--- src/rtl/tsr_pkg.sv ---
// Types and constants of the temperature sensor readout.
`default_nettype none

package tsr_pkg;

  localparam int CODE_W = 12;
  localparam int TEMP_W = 14;

  // raw = floor((5094999 - 2000*code) * 1000 / 319137), zero for hot codes
  localparam logic [CODE_W-1:0] HOT_CODE    = 12'd2548;
  localparam logic [22:0]       CONV_OFFSET = 23'd5094999;
  localparam logic [22:0]       CONV_STEP   = 23'd2000;
  localparam logic [23:0]       RECIP_K     = 24'd13458067;  // floor(1000 * 2^32 / 319137)
  localparam logic [18:0]       CONV_DIV    = 19'd319137;
  localparam logic [9:0]        CONV_SCALE  = 10'd1000;

  // filter weights and reciprocals
  localparam logic [4:0]  OLD_WEIGHT = 5'd19;
  localparam logic [4:0]  SUM_WEIGHT = 5'd20;
  localparam logic [17:0] DIV5_M     = 18'd209716;   // ceil(2^20 / 5)
  localparam logic [14:0] DIV10_M    = 15'd26215;    // ceil(2^18 / 10)
  localparam logic [3:0]  TEN        = 4'd10;

  // characters
  localparam logic [7:0] CH_ZERO  = 8'h30;
  localparam logic [7:0] CH_POINT = 8'h2E;
  localparam logic [7:0] CH_CR    = 8'h0D;
  localparam logic [7:0] CH_LF    = 8'h0A;

  // character slots of one line
  localparam logic [3:0] SLOT_LEAD   = 4'd0;
  localparam logic [3:0] SLOT_HUNDK  = 4'd1;
  localparam logic [3:0] SLOT_TENK   = 4'd2;
  localparam logic [3:0] SLOT_THOU   = 4'd3;
  localparam logic [3:0] SLOT_HUND   = 4'd4;
  localparam logic [3:0] SLOT_POINT  = 4'd5;
  localparam logic [3:0] SLOT_TENS   = 4'd6;
  localparam logic [3:0] SLOT_UNITS  = 4'd7;
  localparam logic [3:0] SLOT_CR     = 4'd8;
  localparam logic [3:0] SLOT_LF     = 4'd9;

  typedef struct packed {
    logic              valid;
    logic [TEMP_W-1:0] raw;
  } raw_word_t;

endpackage

`default_nettype wire

--- src/rtl/temperature_sensor_readout.sv ---
// Temperature sensor readout: ADC code in, smoothed reading out as ASCII text.
//
// Input channel: one 12-bit ADC code per word (in_valid / in_ready).
// Output channel: one ASCII character per word (out_valid / out_ready), ten
// words per sample: "00ddd.dd" then CR LF. temp_hundredths carries the
// filtered reading on all ten words; last_char marks the line feed.
// Front: 3-stage conversion pipeline (reciprocal multiply plus one
// correction step) feeding a small queue of converted readings.
// Back: smoothing filter (19/20 old, 1/20 new; first sample primes it),
// 4-step decimal conversion, then the character emitter.
// The emitter sends one character per cycle while the receiver is ready;
// conversion of the next line overlaps the current one.
// Reset clears the pipelines, the queue and the filter; the next sample
// primes the filter again. When the receiver stalls, the emitter holds its
// character, the back part waits, the queue fills, and in_ready drops once
// the queue is full and the last front stage holds a reading.
`default_nettype none

module temperature_sensor_readout import tsr_pkg::*; #(
  parameter int QUEUE_DEPTH = 4
) (
  input  wire logic              clk,
  input  wire logic              rst,
  input  wire logic              in_valid,
  output logic                   in_ready,
  input  wire logic [CODE_W-1:0] adc_sample,
  output logic                   out_valid,
  input  wire logic              out_ready,
  output logic [7:0]             text_char,
  output logic [TEMP_W-1:0]      temp_hundredths,
  output logic                   last_char
);

  raw_word_t front_word;
  raw_word_t queue_word;
  logic      queue_ready;
  logic      queue_pop;

  tsr_front u_front (
    .clk        (clk),
    .rst        (rst),
    .in_valid   (in_valid),
    .in_ready   (in_ready),
    .adc_sample (adc_sample),
    .conv       (front_word),
    .conv_ready (queue_ready)
  );

  tsr_queue #(
    .DEPTH (QUEUE_DEPTH)
  ) u_queue (
    .clk      (clk),
    .rst      (rst),
    .wr       (front_word),
    .wr_ready (queue_ready),
    .rd       (queue_word),
    .rd_pop   (queue_pop)
  );

  tsr_back u_back (
    .clk             (clk),
    .rst             (rst),
    .conv            (queue_word),
    .conv_pop        (queue_pop),
    .out_valid       (out_valid),
    .out_ready       (out_ready),
    .text_char       (text_char),
    .temp_hundredths (temp_hundredths),
    .last_char       (last_char)
  );

endmodule

`default_nettype wire

--- src/rtl/tsr_queue.sv ---
// Small queue of converted readings between the front and back parts.
`default_nettype none

module tsr_queue import tsr_pkg::*; #(
  parameter int DEPTH = 4
) (
  input  wire logic      clk,
  input  wire logic      rst,
  input  wire raw_word_t wr,
  output logic           wr_ready,
  output raw_word_t      rd,
  input  wire logic      rd_pop
);

  localparam int PW = (DEPTH > 1) ? $clog2(DEPTH) : 1;
  localparam int CW = $clog2(DEPTH + 1);

  logic [TEMP_W-1:0] mem [DEPTH];
  logic [PW-1:0]     wr_ptr;
  logic [PW-1:0]     rd_ptr;
  logic [CW-1:0]     count;
  logic              push;

  assign wr_ready = (count != CW'(DEPTH));
  assign push     = wr.valid && wr_ready;
  assign rd.valid = (count != '0);
  assign rd.raw   = mem[rd_ptr];

  always_ff @(posedge clk) begin
    if (push) begin
      mem[wr_ptr] <= wr.raw;
    end
  end

  always_ff @(posedge clk) begin
    if (rst) begin
      wr_ptr <= '0;
      rd_ptr <= '0;
      count  <= '0;
    end else begin
      if (push) begin
        wr_ptr <= (wr_ptr == PW'(DEPTH - 1)) ? '0 : wr_ptr + 1'b1;
      end
      if (rd_pop) begin
        rd_ptr <= (rd_ptr == PW'(DEPTH - 1)) ? '0 : rd_ptr + 1'b1;
      end
      case ({push, rd_pop})
        2'b10:   count <= count + 1'b1;
        2'b01:   count <= count - 1'b1;
        default: count <= count;
      endcase
    end
  end

endmodule

`default_nettype wire

--- src/rtl/tsr_front.sv ---
// Front part: takes ADC codes and converts them to hundredths of a degree.
`default_nettype none

module tsr_front import tsr_pkg::*; (
  input  wire logic              clk,
  input  wire logic              rst,
  input  wire logic              in_valid,
  output logic                   in_ready,
  input  wire logic [CODE_W-1:0] adc_sample,
  output raw_word_t              conv,
  input  wire logic              conv_ready
);

  logic              v1, v2, v3;
  logic [22:0]       m1, m2;
  logic [45:0]       p2;
  logic [TEMP_W-1:0] q3;
  logic [32:0]       prod3;
  logic [32:0]       num3;
  logic              adv;
  logic              hot;
  logic [22:0]       sub;
  logic [22:0]       m1_next;
  logic [32:0]       rem;

  assign adv      = !v3 || conv_ready;
  assign in_ready = adv;

  // hot codes clamp to zero by zeroing the numerator
  assign hot     = (adc_sample >= HOT_CODE);
  assign sub     = 23'(adc_sample) * CONV_STEP;
  assign m1_next = hot ? '0 : CONV_OFFSET - sub;

  // reciprocal estimate is low by at most one
  assign rem       = num3 - prod3;
  assign conv.valid = v3;
  assign conv.raw   = q3 + TEMP_W'(rem >= 33'(CONV_DIV));

  always_ff @(posedge clk) begin
    if (rst) begin
      v1 <= 1'b0;
      v2 <= 1'b0;
      v3 <= 1'b0;
    end else if (adv) begin
      v1 <= in_valid;
      v2 <= v1;
      v3 <= v2;
    end
  end

  always_ff @(posedge clk) begin
    if (adv) begin
      m1    <= m1_next;
      m2    <= m1;
      p2    <= 46'(m1) * 46'(RECIP_K);
      q3    <= p2[45:32];
      prod3 <= 33'(p2[45:32]) * 33'(CONV_DIV);
      num3  <= 33'(m2) * 33'(CONV_SCALE);
    end
  end

endmodule

`default_nettype wire

--- src/rtl/tsr_back.sv ---
// Back part: smoothing filter, decimal conversion and character output.
`default_nettype none

module tsr_back import tsr_pkg::*; (
  input  wire logic              clk,
  input  wire logic              rst,
  input  wire raw_word_t         conv,
  output logic                   conv_pop,
  output logic                   out_valid,
  input  wire logic              out_ready,
  output logic [7:0]             text_char,
  output logic [TEMP_W-1:0]      temp_hundredths,
  output logic                   last_char
);

  // filter
  logic              va, vb, primed;
  logic [18:0]       sa;
  logic [33:0]       pb;
  logic [TEMP_W-1:0] prev;
  logic [TEMP_W-1:0] filt;
  logic              take;

  // decimal conversion
  logic              cv_busy, cv_done;
  logic [1:0]        cv_cnt;
  logic [TEMP_W-1:0] cv_val, cv_t;
  logic [15:0]       cv_digs;
  logic [TEMP_W-1:0] dq;
  logic [3:0]        drem;

  // character emitter
  logic              e_busy;
  logic [3:0]        e_idx;
  logic [TEMP_W-1:0] e_t;
  logic [15:0]       e_digs;
  logic [3:0]        e_top;
  logic              ld;
  logic              line_end;

  assign conv_pop = conv.valid && !va && !vb;
  assign filt     = pb[33:20];
  assign take     = vb && !cv_busy;

  always_ff @(posedge clk) begin
    if (rst) begin
      va     <= 1'b0;
      vb     <= 1'b0;
      primed <= 1'b0;
      prev   <= '0;
    end else begin
      va <= conv_pop;
      if (va) begin
        vb <= 1'b1;
      end else if (take) begin
        vb <= 1'b0;
      end
      if (take) begin
        prev   <= filt;
        primed <= 1'b1;
      end
    end
  end

  // first sample goes through as 20*raw/20
  always_ff @(posedge clk) begin
    if (conv_pop) begin
      sa <= primed ? 19'(prev) * 19'(OLD_WEIGHT) + 19'(conv.raw)
                   : 19'(conv.raw) * 19'(SUM_WEIGHT);
    end
    if (va) begin
      pb <= 34'(sa[18:2]) * 34'(DIV5_M);
    end
  end

  assign dq   = TEMP_W'((29'(cv_val) * 29'(DIV10_M)) >> 18);
  assign drem = 4'(cv_val - dq * TEMP_W'(TEN));

  assign line_end = e_busy && out_ready && (e_idx == SLOT_LF);
  assign ld       = cv_done && (!e_busy || line_end);

  always_ff @(posedge clk) begin
    if (rst) begin
      cv_busy <= 1'b0;
      cv_done <= 1'b0;
      cv_cnt  <= '0;
    end else if (take) begin
      cv_busy <= 1'b1;
      cv_done <= 1'b0;
      cv_cnt  <= '0;
    end else if (ld) begin
      cv_busy <= 1'b0;
      cv_done <= 1'b0;
    end else if (cv_busy && !cv_done) begin
      cv_done <= (cv_cnt == '1);
      cv_cnt  <= cv_cnt + 1'b1;
    end
  end

  // units digit shifts in first and ends in the low nibble
  always_ff @(posedge clk) begin
    if (take) begin
      cv_val <= filt;
      cv_t   <= filt;
    end else if (cv_busy && !cv_done) begin
      cv_val  <= dq;
      cv_digs <= {drem, cv_digs[15:4]};
    end
  end

  always_ff @(posedge clk) begin
    if (rst) begin
      e_busy <= 1'b0;
      e_idx  <= SLOT_LEAD;
    end else if (ld) begin
      e_busy <= 1'b1;
      e_idx  <= SLOT_LEAD;
    end else if (line_end) begin
      e_busy <= 1'b0;
    end else if (e_busy && out_ready) begin
      e_idx <= e_idx + 1'b1;
    end
  end

  always_ff @(posedge clk) begin
    if (ld) begin
      e_t    <= cv_t;
      e_digs <= cv_digs;
      e_top  <= cv_val[3:0];
    end
  end

  assign out_valid       = e_busy;
  assign temp_hundredths = e_t;
  assign last_char       = (e_idx == SLOT_LF);

  always_comb begin
    case (e_idx)
      SLOT_LEAD:  text_char = CH_ZERO;
      SLOT_HUNDK: text_char = CH_ZERO;
      SLOT_TENK:  text_char = CH_ZERO + 8'(e_top);
      SLOT_THOU:  text_char = CH_ZERO + 8'(e_digs[15:12]);
      SLOT_HUND:  text_char = CH_ZERO + 8'(e_digs[11:8]);
      SLOT_POINT: text_char = CH_POINT;
      SLOT_TENS:  text_char = CH_ZERO + 8'(e_digs[7:4]);
      SLOT_UNITS: text_char = CH_ZERO + 8'(e_digs[3:0]);
      SLOT_CR:    text_char = CH_CR;
      SLOT_LF:    text_char = CH_LF;
      default:    text_char = CH_ZERO;
    endcase
  end

endmodule

`default_nettype wire

--- config.mk ---
export PLATFORM = sky130hd
export DESIGN_NAME = temperature_sensor_readout
export DESIGN_NICKNAME = d
export VERILOG_FILES = /design/src/rtl/tsr_pkg.sv /design/src/rtl/temperature_sensor_readout.sv /design/src/rtl/tsr_queue.sv /design/src/rtl/tsr_front.sv /design/src/rtl/tsr_back.sv
export SDC_FILE = /design/constraint.sdc
export NUM_CORES = 2
export LEC_CHECK = 0
export BUFFER_PORTS_ARGS = -buffer_cell sky130_fd_sc_hd__buf_2
export CAP_MARGIN = 20
export CORE_MARGIN = 2
export CORE_UTILIZATION = 30
export DETAILED_ROUTE_END_ITERATION = 7
export GPL_ROUTABILITY_DRIVEN = 0
export GPL_TIMING_DRIVEN = 0
export SYNTH_ARGS = -nofsm -noshare
export SYNTH_HDL_FRONTEND = slang
export SYNTH_SLANG_ARGS = --single-unit
--- constraint.sdc ---
create_clock -name clk -period 9.41 [get_ports clk]
set_input_delay 0 -clock clk [delete_from_list [all_inputs] [get_ports clk]]
set_output_delay 0 -clock clk [all_outputs]
set_load 0.005 [all_outputs]
==> qor.txt <==
Crit path DAT = 8.50 ns
Synth top area share = 26.7%
Family with the most delay on the worst path = adder cells
Achievable Freq = 122 MHz
Clock Skew = 0.0205 ns
Worst R2R Path Depth = 23
Status = complete, no violations
Async S/R FF share, synth = 0%
I/O Pins = 41
Total GRT Usage = 12.0%
Die H = 372 um
Wire length on met1 = 36400 um
Slew @ Worst Pin = 0.968 ns
Total grt overflow = 0
Drt drc = 0
Htree depth = 2
Post-Syn Area per Cell = 11.0 um^2
Commonest cells post-synth = 913 x inv_1, 767 x ha_1, 544 x fa_1
Seq/Total Area, Yosys = 23.1%
WP buf/inv = 4
Number of flops mapped to enable cells by yosys = 288
Dominant synthesized flop cell = edfxtp_1
IO Port Bufs = 37
Post-CTS Hold Buffers = 5
Highest Signal Layer = met4
Worst-path clk slew = 0.06 ns
Worst R2R End = u_front.p2[44]
Final hold vios = 0
Layout cell share with drive strength beyond 1 = 4.00%
Fill cells = 13773
Largest net degree at the start of global routing = 68
Max stage delay on crit path = 0.77 ns
Crit-path max FO = 8
Hold Path Stages = 3
Root Buffer = clkbuf_16
Met3 wire len = 2080 um
Multi-input gate area = 27800 um^2
Clk buf depth = 3
Setup violators final = 0
DP HPWL = 68300 um
Crit-path cells = inv_1 > ha_1 > inv_1 > fa_1 > fa_1 > fa_1 > fa_1 > fa_1 > inv_1 > fa_1 > inv_1 > ha_1 > o21ai_0 > o21ai_0 > a211o_1 > a211oi_1 > a211oi_1 > nor3_1 > o21bai_1 > a21o_1 > a41oi_1 > a21boi_0 > xor2_1
R2R setup slack = 1.21 ns
Cells after Synth = 3713
CP Depth = 23
TritonCTS Buffers = 34
Clk sinks = 326
Row cnt = 135
Setup Buffers After CTS = 0
TritonRoute pass-1 iters = 5
Cell at the slowest stage of the critical path = a211oi_1
First-pass GRT wire length = 136000 um
Synthesized area = 40700 um^2
Synth unique cells = 83
Crit. End Element = flip-flop
Hold Path Sink = u_front.m1[6]
Post-synth top area cell = fa_1
Synth area leaders = fa_1 27%, ha_1 24%, edfxtp_1 21%, inv_1 8.4%, xnor2_1 2.6%
Routed WL = 79100 um
Crit Path Category = reg2reg
Yosys reg bits = 326
Vias = 25148
Count leader, synth = inv_1
Vias in the first global route = 27030
Hold Crit Class = in2reg
Crit path time final = 8.20 ns
Worst skew pair latency = 0.57 ns
Post-CTS sizing = 0
Worst hold start = adc_sample[2]
TritonCTS clock tree = done
Initial antenna violation count = 0
Startpoint Class = flip-flop
Req. time, crit path = 9.71 ns
Core Region = 135000 um^2
Vias per std cell = 4.49
Cell mode on critical path = fa_1
Synth warn = 0
Iteration-0 DRC Markers = 1075
Met2 wire length = 39500 um
Sequential cell area = 9410 um^2
Syn-to-layout area delta = 9.17%
Horiz. Die Dim = 372 um
Tcrit/Tclk final = 87.2%
Post-DRT Antenna Nets = 0
Max_cap viols = 0
Final Net Count = 5124
Initial Util = 30.1%
Slew margin rel. = 35.1%
Routed wire length per instance = 14.1 um
RR Startpoint = u_front.m1[21]
Die area = 139000 um^2
Total Neg Setup Slack = 0 ns
RSZ-0062 raised after global routing = no
Final Slew Violations = 0
Antenna Cells = 0
==> per-layer routing <==
| layer | track usage, % | vias up |
|---|---|---|
| li1 | - | 12387 |
| met1 | 15.6 | 12409 |
| met2 | 21.5 | 279 |
| met3 | 1.29 | 73 |
| met4 | 2.02 | 0 |
| met5 | 0 | - |
==> sequential cells by signal (all words and copies together) (netlist names), 3 cells and up, named ones only <==
| name | count |
|---|---|
| u_back.sa | 17 |
| u_front.prod3 | 33 |
| u_back.temp_hundredths | 14 |
| u_back.e_digs | 16 |
| u_front.m2 | 19 |
| u_back.cv_val | 14 |
| u_back.e_top | 4 |
| u_back.e_idx | 4 |
| u_back.pb | 14 |
| u_back.cv_t | 14 |
| u_back.prev | 14 |
| u_queue.mem | 56 |
| u_back.cv_digs | 16 |
| u_front.q3 | 9 |
| u_queue.count | 3 |
| u_front.num3 | 27 |
| u_front.m1 | 20 |
| u_front.p2 | 15 |
==> placed cells by master (no fill, tap or decap), types with 9 or more instances in the layout <==
| master | count |
|---|---|
| or3_1 | 15 |
| nand3_1 | 32 |
| o211ai_1 | 15 |
| inv_1 | 912 |
| xnor2_1 | 121 |
| buf_2 | 38 |
| nand2b_1 | 20 |
| fa_1 | 544 |
| ha_1 | 767 |
| or2_2 | 17 |
| clkbuf_1 | 30 |
| and2_1 | 10 |
| edfxtp_1 | 288 |
| o21ai_0 | 85 |
| nand4_1 | 14 |
| nor3_1 | 47 |
| o31ai_1 | 9 |
| clkbuf_16 | 34 |
| nand2_1 | 113 |
| o21bai_1 | 25 |
| mux4_2 | 14 |
| a21o_1 | 46 |
| a211oi_1 | 17 |
| and3_1 | 18 |
| nor2b_1 | 14 |
| xor2_1 | 52 |
| a21oi_1 | 152 |
| o21a_1 | 16 |
| a31oi_1 | 15 |
| dfxtp_1 | 38 |
| a21boi_0 | 10 |
| nor2_1 | 128 |
| mux2i_1 | 10 |
==> how the worst max path moves through the flow <==
stage / startpoint / to
finish: u_front.m1[21] / u_front.p2[44]
global route: u_front.m1[21] / u_front.p2[44]
CTS: u_front.m1[2] / u_front.p2[44]
detailed placement: u_front.m1[2] / u_front.p2[44]
global placement: u_front.m1[2] / u_front.p2[44]
floorplan: u_front.m1[9] / u_front.p2[44]
==> kinds of logic (layout without fill, tap and decap cells) <==
| kind of cell | count (synthesis) | after routing | share of synthesized area, % |
|---|---|---|---|
| adders and majority gates | 1311 | 1311 | 50.3 |
| buffers and inverters | 946 | 1055 | 8.75 |
| xor gates and xnor gates | 174 | 174 | 3.78 |
| and+or+nand+nor | 461 | 461 | 5.57 |
| other | 1 | 2 | 0.00921 |
| AOI/OAI and AO/OA | 464 | 464 | 7.30 |
| muxes | 30 | 30 | 1.19 |
| DFF | 326 | 326 | 23.1 |
==> through the flow <==
stage	hold slack, ns	utilization (%)	setup slack [ns]	std cells	cell area, um^2
final	0.0998	32.9	1.21	5604	44500
after global placement	0.352	31.9	1.18	5532	43100
after global routing	0.110	32.9	0.876	5604	44500
after CTS	0.0726	32.9	1.18	5602	44400
after detailed placement	0.360	32.0	1.18	5535	43200
after floorplan	0.147	-	2.76	3714	40700
==> worst reg2reg max path: cells and delay by family (launching register included) <==
family / cells / cell delay (ns)
AO/OA/AOI/OAI: 9 / 2.51
AND/OR/NAND/NOR: 1 / 0.34
XOR/XNOR: 1 / 0.17
flip-flops: 1 / 0.71
adder cells (fa/ha/maj): 8 / 3.75
buffers and inverters: 4 / 0.45
==> cell type report <==
cell class / count / share of cell area (%)
multi-input combinational: 2442 / 62.4
sequential: 326 / 21.2
inverter: 913 / 7.72
tap: 1781 / 5.01
clock buffer: 38 / 1.95
timing repair buffer: 47 / 0.782
clock inverter: 24 / 0.639
buffer: 33 / 0.304
Power is not shown: default switching activity piles up to over one toggle a cycle in this logic, so the estimate is an artifact.
